==> src/rtl/ple_pkg.sv <==
// Shared types and constants for the positional list engine.
package ple_pkg;

  localparam int DEPTH_DEF  = 64;
  localparam int DATA_W_DEF = 32;

  typedef enum logic [2:0] {
    OP_INS_FRONT = 3'd0,
    OP_INS_BACK  = 3'd1,
    OP_INS_AT    = 3'd2,
    OP_DEL_FRONT = 3'd3,
    OP_DEL_BACK  = 3'd4,
    OP_DEL_AT    = 3'd5,
    OP_DUMP      = 3'd6
  } op_t;

  typedef enum logic [1:0] {
    ST_OK      = 2'd0,
    ST_BAD_POS = 2'd1,
    ST_EMPTY   = 2'd2,
    ST_FULL    = 2'd3
  } status_t;

  typedef enum logic [2:0] {
    S_IDLE,
    S_INS,
    S_INS_FIN,
    S_DEL,
    S_DUMP
  } state_t;

  typedef struct packed {
    op_t                opcode;
    logic signed [31:0] value;
    logic [6:0]         position;
  } in_word_t;

  typedef struct packed {
    status_t            status;
    logic signed [31:0] element;
    logic               has_element;
    logic [6:0]         entry_total;
    logic               last_result;
  } out_word_t;

endpackage

==> src/rtl/ple_ram.sv <==
// Generic simple dual-port RAM, one write port, one registered read port.
module ple_ram #(
  parameter int WIDTH = 32,
  parameter int DEPTH = 64
) (
  input  logic                     clk,
  input  logic                     we,
  input  logic [$clog2(DEPTH)-1:0] waddr,
  input  logic [WIDTH-1:0]         wdata,
  input  logic                     re,
  input  logic [$clog2(DEPTH)-1:0] raddr,
  output logic [WIDTH-1:0]         rdata
);

  logic [WIDTH-1:0] mem [DEPTH];

  always_ff @(posedge clk) begin
    if (we) begin
      mem[waddr] <= wdata;
    end
    if (re) begin
      rdata <= mem[raddr];
    end
  end

endmodule

==> src/rtl/positional_list_engine.sv <==
// Positional list engine: ordered list of signed values held in one RAM.
//
// Keeps up to DEPTH values in order, front at address 0, plus a count. Every
// insert or delete returns one status word in the cycle after it is taken;
// rejected operations change nothing. Elements live in a single RAM with one
// write and one read port, so positional work moves one cell per cycle: an
// insert at the back is written when taken; any other insert moves cells
// from its position up, back first (S_INS), then writes the value (S_INS_FIN).
// A delete at the back only lowers the count; others move the cells above
// it down (S_DEL). A dump reads the front cell, then streams one word per
// cycle while the output is not stalled; an empty list dumps a single word
// with status empty. A new input is taken only once the previous operation's
// memory work is finished and the output register is free or being emptied.
module positional_list_engine #(
  parameter int DEPTH  = ple_pkg::DEPTH_DEF,
  parameter int DATA_W = ple_pkg::DATA_W_DEF
) (
  input  logic                clk,
  input  logic                rst_n,
  input  logic                in_valid,
  output logic                in_stall,
  input  ple_pkg::in_word_t   in_data,
  output logic                out_valid,
  input  logic                out_stall,
  output ple_pkg::out_word_t  out_data
);

  import ple_pkg::*;

  localparam int AW    = $clog2(DEPTH);
  localparam int CW    = $clog2(DEPTH + 1);
  localparam int CMP_W = ((CW > 7) ? CW : 7) + 1;

  state_t            state_r, state_nxt;
  logic [CW-1:0]     count_r, count_nxt;
  logic [AW-1:0]     ptr_r, ptr_nxt;
  logic [AW-1:0]     idx_r, idx_nxt;
  logic [DATA_W-1:0] val_r, val_nxt;
  out_word_t         out_r, out_nxt;
  logic              out_valid_r, out_valid_nxt;

  logic              ram_we, ram_re;
  logic [AW-1:0]     ram_waddr, ram_raddr;
  logic [DATA_W-1:0] ram_wdata, ram_rdata;

  logic              out_free, in_acc;
  logic [CMP_W-1:0]  pos_x, cnt_x;
  logic [AW-1:0]     pos_idx;
  logic [DATA_W-1:0] in_val;

  ple_ram #(
    .WIDTH (DATA_W),
    .DEPTH (DEPTH)
  ) u_ram (
    .clk   (clk),
    .we    (ram_we),
    .waddr (ram_waddr),
    .wdata (ram_wdata),
    .re    (ram_re),
    .raddr (ram_raddr),
    .rdata (ram_rdata)
  );

  assign out_free  = !out_valid_r || !out_stall;
  assign in_stall  = !((state_r == S_IDLE) && out_free);
  assign in_acc    = in_valid && !in_stall;
  assign out_valid = out_valid_r;
  assign out_data  = out_r;

  assign pos_x   = CMP_W'(in_data.position);
  assign cnt_x   = CMP_W'(count_r);
  assign pos_idx = AW'(pos_x - CMP_W'(1));
  assign in_val  = DATA_W'(in_data.value);

  always_ff @(posedge clk) begin
    if (!rst_n) begin
      state_r     <= S_IDLE;
      count_r     <= '0;
      out_valid_r <= 1'b0;
    end else begin
      state_r     <= state_nxt;
      count_r     <= count_nxt;
      out_valid_r <= out_valid_nxt;
    end
  end

  always_ff @(posedge clk) begin
    ptr_r <= ptr_nxt;
    idx_r <= idx_nxt;
    val_r <= val_nxt;
    out_r <= out_nxt;
  end

  always_comb begin
    status_t       stat;
    logic [AW-1:0] idx;
    logic          respond;

    stat          = ST_OK;
    idx           = '0;
    respond       = 1'b0;
    state_nxt     = state_r;
    count_nxt     = count_r;
    ptr_nxt       = ptr_r;
    idx_nxt       = idx_r;
    val_nxt       = val_r;
    out_nxt       = out_r;
    out_valid_nxt = out_valid_r && out_stall;
    ram_we        = 1'b0;
    ram_waddr     = ptr_r;
    ram_wdata     = ram_rdata;
    ram_re        = 1'b0;
    ram_raddr     = ptr_r;

    case (state_r)
      S_IDLE: begin
        if (in_acc) begin
          respond = 1'b1;
          if (in_data.opcode inside {OP_INS_FRONT, OP_INS_BACK, OP_INS_AT}) begin
            if (in_data.opcode == OP_INS_AT &&
                (pos_x == '0 || pos_x > cnt_x + CMP_W'(1))) begin
              stat = ST_BAD_POS;
            end else if (count_r == CW'(DEPTH)) begin
              stat = ST_FULL;
            end else begin
              case (in_data.opcode)
                OP_INS_FRONT: idx = '0;
                OP_INS_BACK:  idx = AW'(count_r);
                default:      idx = pos_idx;
              endcase
              count_nxt = count_r + CW'(1);
              if (CW'(idx) == count_r) begin
                ram_we    = 1'b1;
                ram_waddr = idx;
                ram_wdata = in_val;
              end else begin
                // move cells up from the back, new value goes in last
                ram_re    = 1'b1;
                ram_raddr = AW'(count_r - CW'(1));
                ptr_nxt   = AW'(count_r - CW'(1));
                idx_nxt   = idx;
                val_nxt   = in_val;
                state_nxt = S_INS;
              end
            end
          end else if (in_data.opcode inside {OP_DEL_FRONT, OP_DEL_BACK, OP_DEL_AT}) begin
            if (in_data.opcode == OP_DEL_AT && (pos_x == '0 || pos_x > cnt_x)) begin
              stat = ST_BAD_POS;
            end else if (count_r == '0) begin
              stat = ST_EMPTY;
            end else begin
              case (in_data.opcode)
                OP_DEL_FRONT: idx = '0;
                OP_DEL_BACK:  idx = AW'(count_r - CW'(1));
                default:      idx = pos_idx;
              endcase
              count_nxt = count_r - CW'(1);
              if (CW'(idx) != count_r - CW'(1)) begin
                ram_re    = 1'b1;
                ram_raddr = idx + AW'(1);
                ptr_nxt   = idx + AW'(1);
                state_nxt = S_DEL;
              end
            end
          end else if (in_data.opcode == OP_DUMP) begin
            if (count_r == '0) begin
              stat = ST_EMPTY;
            end else begin
              respond   = 1'b0;
              ram_re    = 1'b1;
              ram_raddr = '0;
              ptr_nxt   = '0;
              state_nxt = S_DUMP;
            end
          end
          if (respond) begin
            out_nxt.status      = stat;
            out_nxt.element     = '0;
            out_nxt.has_element = 1'b0;
            out_nxt.entry_total = 7'(count_nxt);
            out_nxt.last_result = 1'b1;
            out_valid_nxt       = 1'b1;
          end
        end
      end

      S_INS: begin
        ram_we    = 1'b1;
        ram_waddr = ptr_r + AW'(1);
        ram_wdata = ram_rdata;
        if (ptr_r == idx_r) begin
          state_nxt = S_INS_FIN;
        end else begin
          ram_re    = 1'b1;
          ram_raddr = ptr_r - AW'(1);
          ptr_nxt   = ptr_r - AW'(1);
        end
      end

      S_INS_FIN: begin
        ram_we    = 1'b1;
        ram_waddr = idx_r;
        ram_wdata = val_r;
        state_nxt = S_IDLE;
      end

      S_DEL: begin
        ram_we    = 1'b1;
        ram_waddr = ptr_r - AW'(1);
        ram_wdata = ram_rdata;
        // count already holds the new total, equal to the last source index
        if (CW'(ptr_r) == count_r) begin
          state_nxt = S_IDLE;
        end else begin
          ram_re    = 1'b1;
          ram_raddr = ptr_r + AW'(1);
          ptr_nxt   = ptr_r + AW'(1);
        end
      end

      S_DUMP: begin
        if (out_free) begin
          out_nxt.status      = ST_OK;
          out_nxt.element     = 32'($signed(ram_rdata));
          out_nxt.has_element = 1'b1;
          out_nxt.entry_total = 7'(count_r);
          out_nxt.last_result = (CW'(ptr_r) + CW'(1) == count_r);
          out_valid_nxt       = 1'b1;
          if (CW'(ptr_r) + CW'(1) == count_r) begin
            state_nxt = S_IDLE;
          end else begin
            ram_re    = 1'b1;
            ram_raddr = ptr_r + AW'(1);
            ptr_nxt   = ptr_r + AW'(1);
          end
        end
      end

      default: begin
        state_nxt = S_IDLE;
      end
    endcase
  end

  a_count_bound: assert property (@(posedge clk) disable iff (!rst_n)
    count_r <= CW'(DEPTH))
    else $error("entry count above depth");

  a_dump_no_write: assert property (@(posedge clk) disable iff (!rst_n)
    state_r == S_DUMP |-> !ram_we)
    else $error("memory written during dump");

  a_ins_order: assert property (@(posedge clk) disable iff (!rst_n)
    state_r == S_INS |-> idx_r <= ptr_r && CW'(ptr_r) < count_r)
    else $error("insert shift pointer out of range");

  a_del_order: assert property (@(posedge clk) disable iff (!rst_n)
    state_r == S_DEL |-> ptr_r != '0 && CW'(ptr_r) <= count_r)
    else $error("delete shift pointer out of range");

  a_dump_status: assert property (@(posedge clk) disable iff (!rst_n)
    out_valid_r && out_r.has_element |-> out_r.status == ST_OK)
    else $error("dumped word with error status");

endmodule

==> config.mk <==
export PLATFORM = sky130hd
export DESIGN_NAME = positional_list_engine
export DESIGN_NICKNAME = d
export VERILOG_FILES = /design/src/rtl/ple_pkg.sv /design/src/rtl/ple_ram.sv /design/src/rtl/positional_list_engine.sv
export SDC_FILE = /design/constraint.sdc
export NUM_CORES = 2
export LEC_CHECK = 0
export BUFFER_PORTS_ARGS = -buffer_cell sky130_fd_sc_hd__buf_2
export CAP_MARGIN = 5
export CORE_ASPECT_RATIO = 1.75
export CORE_MARGIN = 4
export CORE_UTILIZATION = 30
export CTS_CLUSTER_SIZE = 10
export DETAILED_ROUTE_END_ITERATION = 10
export PLACE_DENSITY_LB_ADDON = 0.12
export SLEW_MARGIN = 20
export SYNTH_ARGS = -nofsm -noshare
export SYNTH_HDL_FRONTEND = slang
export SYNTH_HIERARCHICAL = 1
export SYNTH_SLANG_ARGS = --single-unit
==> constraint.sdc <==
create_clock -name clk -period 9.4 [get_ports clk]
set_clock_uncertainty 0.1 [all_clocks]
set_input_delay 0.94 -clock clk [delete_from_list [all_inputs] [get_ports clk]]
set_output_delay 0.94 -clock clk [all_outputs]
set_load 0.02 [all_outputs]
After elaboration in Yosys (flattened, before gate mapping)
Memory sizes are Yosys's and may differ from the RTL's. A register that Yosys moved wholly into a read port is not among the register bits.
Index checks and enable logic that the tools add are counted.
W data, S select, Z words.
{"block": "op_classes", "n_addsub": 8, "magnitude_cmp": 2, "n_eq_ne": 29, "mux": 108, "bitwise": 3, "n_reduce_logical": 23}
{"cell": "$mux W6", "count": 31}
{"cell": "$mux W32", "count": 5}
{"cell": "$mux W43", "count": 3}
{"cell": "$pmux W43 S2", "count": 1}
{"cell": "$pmux W32 S2", "count": 1}
{"cell": "$pmux W6 S4", "count": 2}
{"cell": "$mux W3", "count": 15}
{"cell": "$mux W7", "count": 6}
{"cell": "$mux W1", "count": 31}
{"cell": "$pmux W6 S2", "count": 2}
{"cell": "$eq A6 B7 Y1", "count": 2}
{"cell": "$mux W2", "count": 7}
{"cell": "$add A6 B1 Y6 const B", "count": 2}
{"cell": "$eq A3 B2 Y1 const B", "count": 4}
{"cell": "$eq A3 B3 Y1 const B", "count": 4}
{"cell": "$ne A3 B3 Y1 const B", "count": 4}
{"cell": "$pmux W3 S4", "count": 1}
{"cell": "$reduce_and A12 Y1", "count": 1}
{"cell": "$sub A6 B1 Y6 const B", "count": 2}
{"cell": "$ne A2 B2 Y1 const B", "count": 5}
{"cell": "$add A7 B1 Y8 const B", "count": 1}
{"cell": "$gt A7 B8 Y1", "count": 1}
{"cell": "$logic_not A8 Y1", "count": 1}
{"cell": "$add A6 B1 Y7 const B", "count": 1}
{"cell": "26 further kinds", "count": 40}
{"block": "totals", "reg_bits": 98, "mem_bits_rw": 2048, "input_bits": 46, "out_inout_bits": 45, "wordCells": 185, "memories": 1}
{"memory": "u_ram.mem", "words": 64, "word_bits": 32, "rd": 1, "rd_clocked_by_memory_dff": 1, "write_ports": 1, "line_no": "ple_ram.sv:15", "text": "logic [WIDTH-1:0] mem [DEPTH];"}

Logic depth before layout (Yosys ltp)
{"block": "depth", "depth_word": 17, "mapped_depth": 25, "depth_no_buf": 19}

By module
The synthesis kept the hierarchy.
{"module": "ple_ram", "instances": 1, "cells_each": 3511, "area_per_inst_um2": 79359.9, "seq_area_each_um2": 62459.9}
{"module": "positional_list_engine", "instances": 1, "cells_each": 732, "area_per_inst_um2": 6809.0, "seq_area_each_um2": 2772.7}

Worst setup path after synthesis
Ideal clock, no wire load.
{"block": "synth_path", "path_kind": "input port to flip-flop", "from": "input port in_data[0] in the netlist's numbering", "to": "memory u_ram.mem[28][0] (enable)", "setup_ns": 0.421, "arrival_ns": 5.589, "t_required_ns": 8.879, "setup_slack_ns": 3.290, "stages": 18, "path_buffers": 5, "cell_sequence": "buf_2 inv_1 ha_1 clkbuf_1 a221o_1 o31ai_1 nand4_1 nand2_1 nand4_1 buf_2 a21o_1 inv_2 o22ai_1 clkbuf_1 or3b_2 or2_2 clkbuf_1 nor2_1"}
{"block": "synth_via", "elab_chain_len": 16, "word_cells_on_any_way": 26, "cone_classes": "add/sub (1); order compare (1); eq/ne (1); mux (20); reduce/logical (3)"}
{"item": "start, declared", "line_no": "positional_list_engine.sv:22", "text": "input ple_pkg::in_word_t in_data,"}
{"item": "$sub A6 B1 Y6", "line_no": "positional_list_engine.sv:72", "text": "assign pos_idx = AW'(pos_x - CMP_W'(1));"}
{"item": "$pmux W6 S2", "line_no": "positional_list_engine.sv:126", "text": "case (in_data.opcode)"}
{"item": "$mux W6", "line_no": "positional_list_engine.sv:123", "text": "end else if (count_r == CW'(DEPTH)) begin"}
{"item": "$mux W6", "line_no": "positional_list_engine.sv:120", "text": "if (in_data.opcode == OP_INS_AT &&"}
{"item": "$mux W6", "line_no": "positional_list_engine.sv:119", "text": "if (in_data.opcode inside {OP_INS_FRONT, OP_INS_BACK, OP_INS_AT}) begin"}
{"item": "$mux W6", "line_no": "positional_list_engine.sv:117", "text": "if (in_acc) begin"}
{"item": "$mux W6", "line_no": "positional_list_engine.sv:115", "text": "case (state_r)"}
{"item": "$eq A6 B7 Y1", "line_no": "positional_list_engine.sv:132", "text": "if (CW'(idx) == count_r) begin"}
{"item": "$mux W1", "line_no": "positional_list_engine.sv:132"}
{"item": "$mux W1", "line_no": "positional_list_engine.sv:123"}
{"item": "$mux W1 *", "line_no": "positional_list_engine.sv:120"}
{"item": "$mux W1 *", "line_no": "positional_list_engine.sv:119"}
{"item": "$mux W1 *", "line_no": "positional_list_engine.sv:117"}
{"item": "$pmux W1 S2 *", "line_no": "positional_list_engine.sv:115"}
{"item": "via ram_we", "line_no": "positional_list_engine.sv:42", "text": "logic ram_we, ram_re;"}
{"item": "$mux W1 *", "line_no": "ple_ram.sv:18", "text": "if (we) begin"}
{"item": "$mux W1 (implied by the code) *", "line_no": "ple_ram.sv:19", "text": "mem[waddr] <= wdata;"}
{"item": "end, declared", "line_no": "ple_ram.sv:15"}
Mark *: on every way through the listed nets, which the timed path passes. The rest lies on a longest branch. The select of a mux whose other input is x is not followed.

Worst setup path after layout
{"block": "layout_path", "from": "register count_r[0]", "to": "memory u_ram.mem[16][25] (enable)"}
{"block": "layout_via", "word_cells_on_any_way": 26, "cone_classes": "add/sub (1); order compare (1); eq/ne (2); mux (20); reduce/logical (2)"}
{"item": "start, declared", "line_no": "positional_list_engine.sv:35", "text": "logic [CW-1:0] count_r, count_nxt;"}
{"item": "start signal, assigned", "line_no": "positional_list_engine.sv:82", "text": "count_r <= count_nxt;"}
{"item": "branches (longest 9 deep; another with $add A7 B1 Y8)"}
{"item": "$mux W6 *", "line_no": "positional_list_engine.sv:120"}
{"item": "$mux W6 *", "line_no": "positional_list_engine.sv:119"}
{"item": "$mux W6 *", "line_no": "positional_list_engine.sv:117"}
{"item": "$pmux W6 S4 *", "line_no": "positional_list_engine.sv:115"}
{"item": "via ram_waddr[4]", "line_no": "positional_list_engine.sv:43", "text": "logic [AW-1:0] ram_waddr, ram_raddr;"}
Mark *: on every way through the listed nets, which the timed path passes. The select of a mux whose other input is x is not followed.

==> impl_metrics.env <==
export IMPL_outcome="finished, final reports clean"
export IMPL_cts_tree="built"
export IMPL_hold_viol_final=0
export IMPL_r2r_slack_ns=1.91
export IMPL_wirelength_um=268400
export IMPL_critPathBufInv=3
export IMPL_max_freq_mhz=133.5
export IMPL_cts_repair_resized=0
export IMPL_async_flop_share=0
export IMPL_postRouteAntennaNets=0
export IMPL_crit_chain="inv_1 > ha_1 > inv_1 > ha_1 > nor2b_1 > o311ai_1 > a221oi_1 > nor2_2 > nand4_1 > nor2b_1 > a221oi_1 > o21ai_1 > nor2b_1 > nand2b_1 > nor2_4 > buf_4"
export IMPL_use_met1=0.2108
export IMPL_crit_path_end_kind="flip-flop"
export IMPL_p_int_w=0.02299
export IMPL_grt_pass1_wl_um=377600
export IMPL_power_switching_w=0.01419
export IMPL_peakVddDrop_mv=0.3396
export IMPL_crit_fanout=19
export IMPL_synth_area_mm2=0.08617
export IMPL_vias=43240
export IMPL_synth_seq_cells=2178
export IMPL_power_frac_comb=0.412
export IMPL_grt_max_degree=88
export IMPL_setup_violations=0
export IMPL_path_delay_family="simple AND/OR/NAND/NOR gates"
export IMPL_hold_class="input pin to flip-flop"
export IMPL_max_slew_margin=0.3055
export IMPL_row_count=260
export IMPL_grt_use_total=0.1798
export IMPL_cts_hold_buf=0
export IMPL_worst_setup_path_type="flip-flop to flip-flop"
export IMPL_dr_pass1_iters=6
export IMPL_die_h_um=717.0
export IMPL_busiest_layer="met2"
export IMPL_cts_path_max_buffers=4
export IMPL_syn_inst=4243
export IMPL_clk_latency_ns=0.89
export IMPL_drt_iter0_drc=3595
export IMPL_period_needed_ns=7.491
export IMPL_clk_pin_slew_worst_paths_ns=0.06
export IMPL_syn_avg_cell_area_um2=20.31
export IMPL_maxCapViolCount=0
export IMPL_antenna_found_initial=26
export IMPL_synth_edf_count=2161
export IMPL_ys_warn_count=6
export IMPL_htree_num_levels=4
export IMPL_tns_ns=0
export IMPL_rsz0062_at_grt="false"
export IMPL_cts_buffers_inserted=244
export IMPL_via_per_inst=5.177
export IMPL_place_ws_ns=1.912
export IMPL_cp_arrival_ns=7.94
export IMPL_slowest_stage="nor2_4"
export IMPL_switching_share=0.3816
export IMPL_grt_overflow=0
export IMPL_leakage_nw=31.00
export IMPL_tightest_slew_ns=1.042
export IMPL_pwr_share_clk=0.222
export IMPL_slew_viol_final=0
export IMPL_postCtsSetupBuffers=0
export IMPL_dieArea_mm2=0.2962
export IMPL_drive_above_1_share=0.2483
export IMPL_critical_path_max_stage_delay_ns=0.95
export IMPL_grt_pass1_vias=45690
export IMPL_syn_num_nets=4310
export IMPL_drcViolationCount=0
export IMPL_die_x_um=413.1
export IMPL_crit_path_start_kind="flip-flop"
export IMPL_wl_per_cell_um=32.13
export IMPL_core_area_mm2=0.2863
export IMPL_port_buffers=90
export IMPL_pin_count=91
export IMPL_met2_usage=0.3445
export IMPL_yosysSeqAreaShare=0.7570
export IMPL_initial_utilization=0.3010
export IMPL_cpMostUsedCell="nor2b_1"
export IMPL_synth_distinct_cells=83
export IMPL_clock_sinks=2178
export IMPL_post_route_period_util=0.7970
export IMPL_crit_required_ns=9.85
export IMPL_grt_use_met3=0.01866
export IMPL_layout_setup_ws_ns=1.909
export IMPL_seqPwrFrac=0.366
export IMPL_p_per_area_mw_per_mm2=375.9
export IMPL_clockRootBuffer="clkbuf_16"
export IMPL_ys_flop_type="edfxtp_1"
export IMPL_area_delta_synth_final_pct=14.76
export IMPL_post_dp_hpwl_um=174800
export IMPL_globalplace_congestion=0.8631
export IMPL_fin_nets=4573
[power groups by stage]
| stage | combinational, W | sequential, W | clock, W |
|---|---|---|---|
| global route | 0.0163 | 0.0137 | 0.00889 |
| CTS | 0.0158 | 0.0136 | 0.00853 |
| detailed placement | 0.0157 | 0.0138 | 0 |
| floorplan | 0.00915 | 0.0138 | 0 |
| global placement | 0.0157 | 0.0138 | 0 |
| finish | 0.0153 | 0.0136 | 0.00825 |
[flip-flops by register name, indices dropped and copies added, names as in the netlist]
register / count
u_ram/mem: 2048
out_data: 43
u_ram/rdata: 32
val_r: 32
count_r: 7
idx_r: 6
ptr_r: 6
state_r: 3
out_valid: 1
[through the flow]
step | instance area, µm² | hold WS [ns] | power (W) | instances | util
after detailed placement | 92480 | 0.5841 | 0.02955 | 8059 | 0.3231
after floorplan | 86170 | 0.4783 | 0.02293 | 4243 | -
after global placement | 92380 | 0.5754 | 0.02950 | 8054 | 0.3227
final | 98890 | 0.1472 | 0.03718 | 8353 | 0.3454
after CTS | 98850 | 0.06195 | 0.03791 | 8338 | 0.3453
after global routing | 98880 | 0.1117 | 0.03887 | 8350 | 0.3454
[layout by cell type (no fill, tap or decap), drive strengths merged, types with 14 or more instances in the layout]
| cell type | Yosys | routed |
|---|---|---|
| dfxtp | 17 | 17 |
| and3 | 43 | 43 |
| mux4 | 446 | 446 |
| o22ai | 80 | 80 |
| o211ai | 14 | 14 |
| xnor2 | 35 | 35 |
| inv | 26 | 30 |
| nand3 | 70 | 70 |
| clkbuf | 113 | 274 |
| nor3 | 25 | 25 |
| a21oi | 92 | 92 |
| mux2i | 224 | 224 |
| diode | 0 | 15 |
| a31oi | 31 | 31 |
| nor2 | 147 | 147 |
| edfxtp | 2161 | 2161 |
| nor2b | 25 | 25 |
| nand2 | 76 | 76 |
| o221ai | 21 | 21 |
| a211oi | 28 | 28 |
| or2 | 14 | 14 |
| ha | 21 | 21 |
| a22oi | 127 | 127 |
| buf | 146 | 276 |
| o21ai | 56 | 56 |
[worst paths after layout]
| path | end | depth (start not counted) | start |
|---|---|---|---|
| setup / recovery | u_ram/mem[16][25] | 16 | count_r[0] |
| hold / removal | val_r[4] | 1 | in_data[11] |
| setup reg to reg | u_ram/mem[16][25] | 16 | count_r[0] |
| hold reg to reg | count_r[4] | 2 | count_r[4] |
[per-layer routing]
layer | share of wire | vias to the layer above
met5 | 0.000048 | -
met4 | 0.027 | 2
met1 | 0.38 | 23640
met3 | 0.031 | 386
met2 | 0.56 | 1050
li1 | - | 18160
[worst reg2reg max path, stage by stage (launching register included)]
cell and delay, ns:
dfxtp_1 0.75, inv_1 0.32, ha_1 0.61, inv_1 0.08, ha_1 0.29, nor2b_1 0.14, o311ai_1 0.26, a221oi_1 0.17
nor2_2 0.31, nand4_1 0.58, nor2b_1 0.41, a221oi_1 0.09, o21ai_1 0.66, nor2b_1 0.46, nand2b_1 0.59, nor2_4 0.96
buf_4 0.41
[cells in the mapped netlist (24+ instances only)]
cell type  number  area [µm²]
buf_2          63       315.3
a22oi_1       127       953.4
nor3_1         24       120.1
mux4_2        446       10040
nor2_1        145       544.3
buf_6          34       382.9
a31oi_1        31       193.9
edfxtp_1     2161       64890
clkbuf_1      112       420.4
o22ai_1        80       500.5
nor2b_1        25       156.4
a21oi_1        91       455.4
buf_4          31       232.7
and3_1         43       269.0
a211oi_1       28       210.2
nand2_1        76       285.3
mux2i_1       224        2242
o21ai_0        50       250.2
xnor2_1        35       306.5
nand3_1        70       350.3
[kinds of logic (layout without fill, tap and decap cells)]
group	count (synthesis)	in the layout	share of synthesized area
flip-flops	2178	2178	0.7570
multiplexers	671	671	0.1427
AO/OA/AOI/OAI	569	569	0.04615
AND/OR/NAND/NOR	472	472	0.02730
buffers and inverters	286	582	0.01892
XOR/XNOR	46	46	0.004835
adder cells (fa/ha/maj)	21	21	0.003049
other	0	15	0
[area by class of cell]
class / instances / area (µm²)
clock buffer: 274 / 6302
fill: 26850 / 187400
sequential: 2178 / 65230
multi-input combinational: 1779 / 20260
inverter: 27 / 102.6
clock inverter: 5 / 65.06
tap: 3799 / 4753
antenna: 15 / 37.54
timing repair buffer: 276 / 2135
Power figures use the tool's default switching activity.
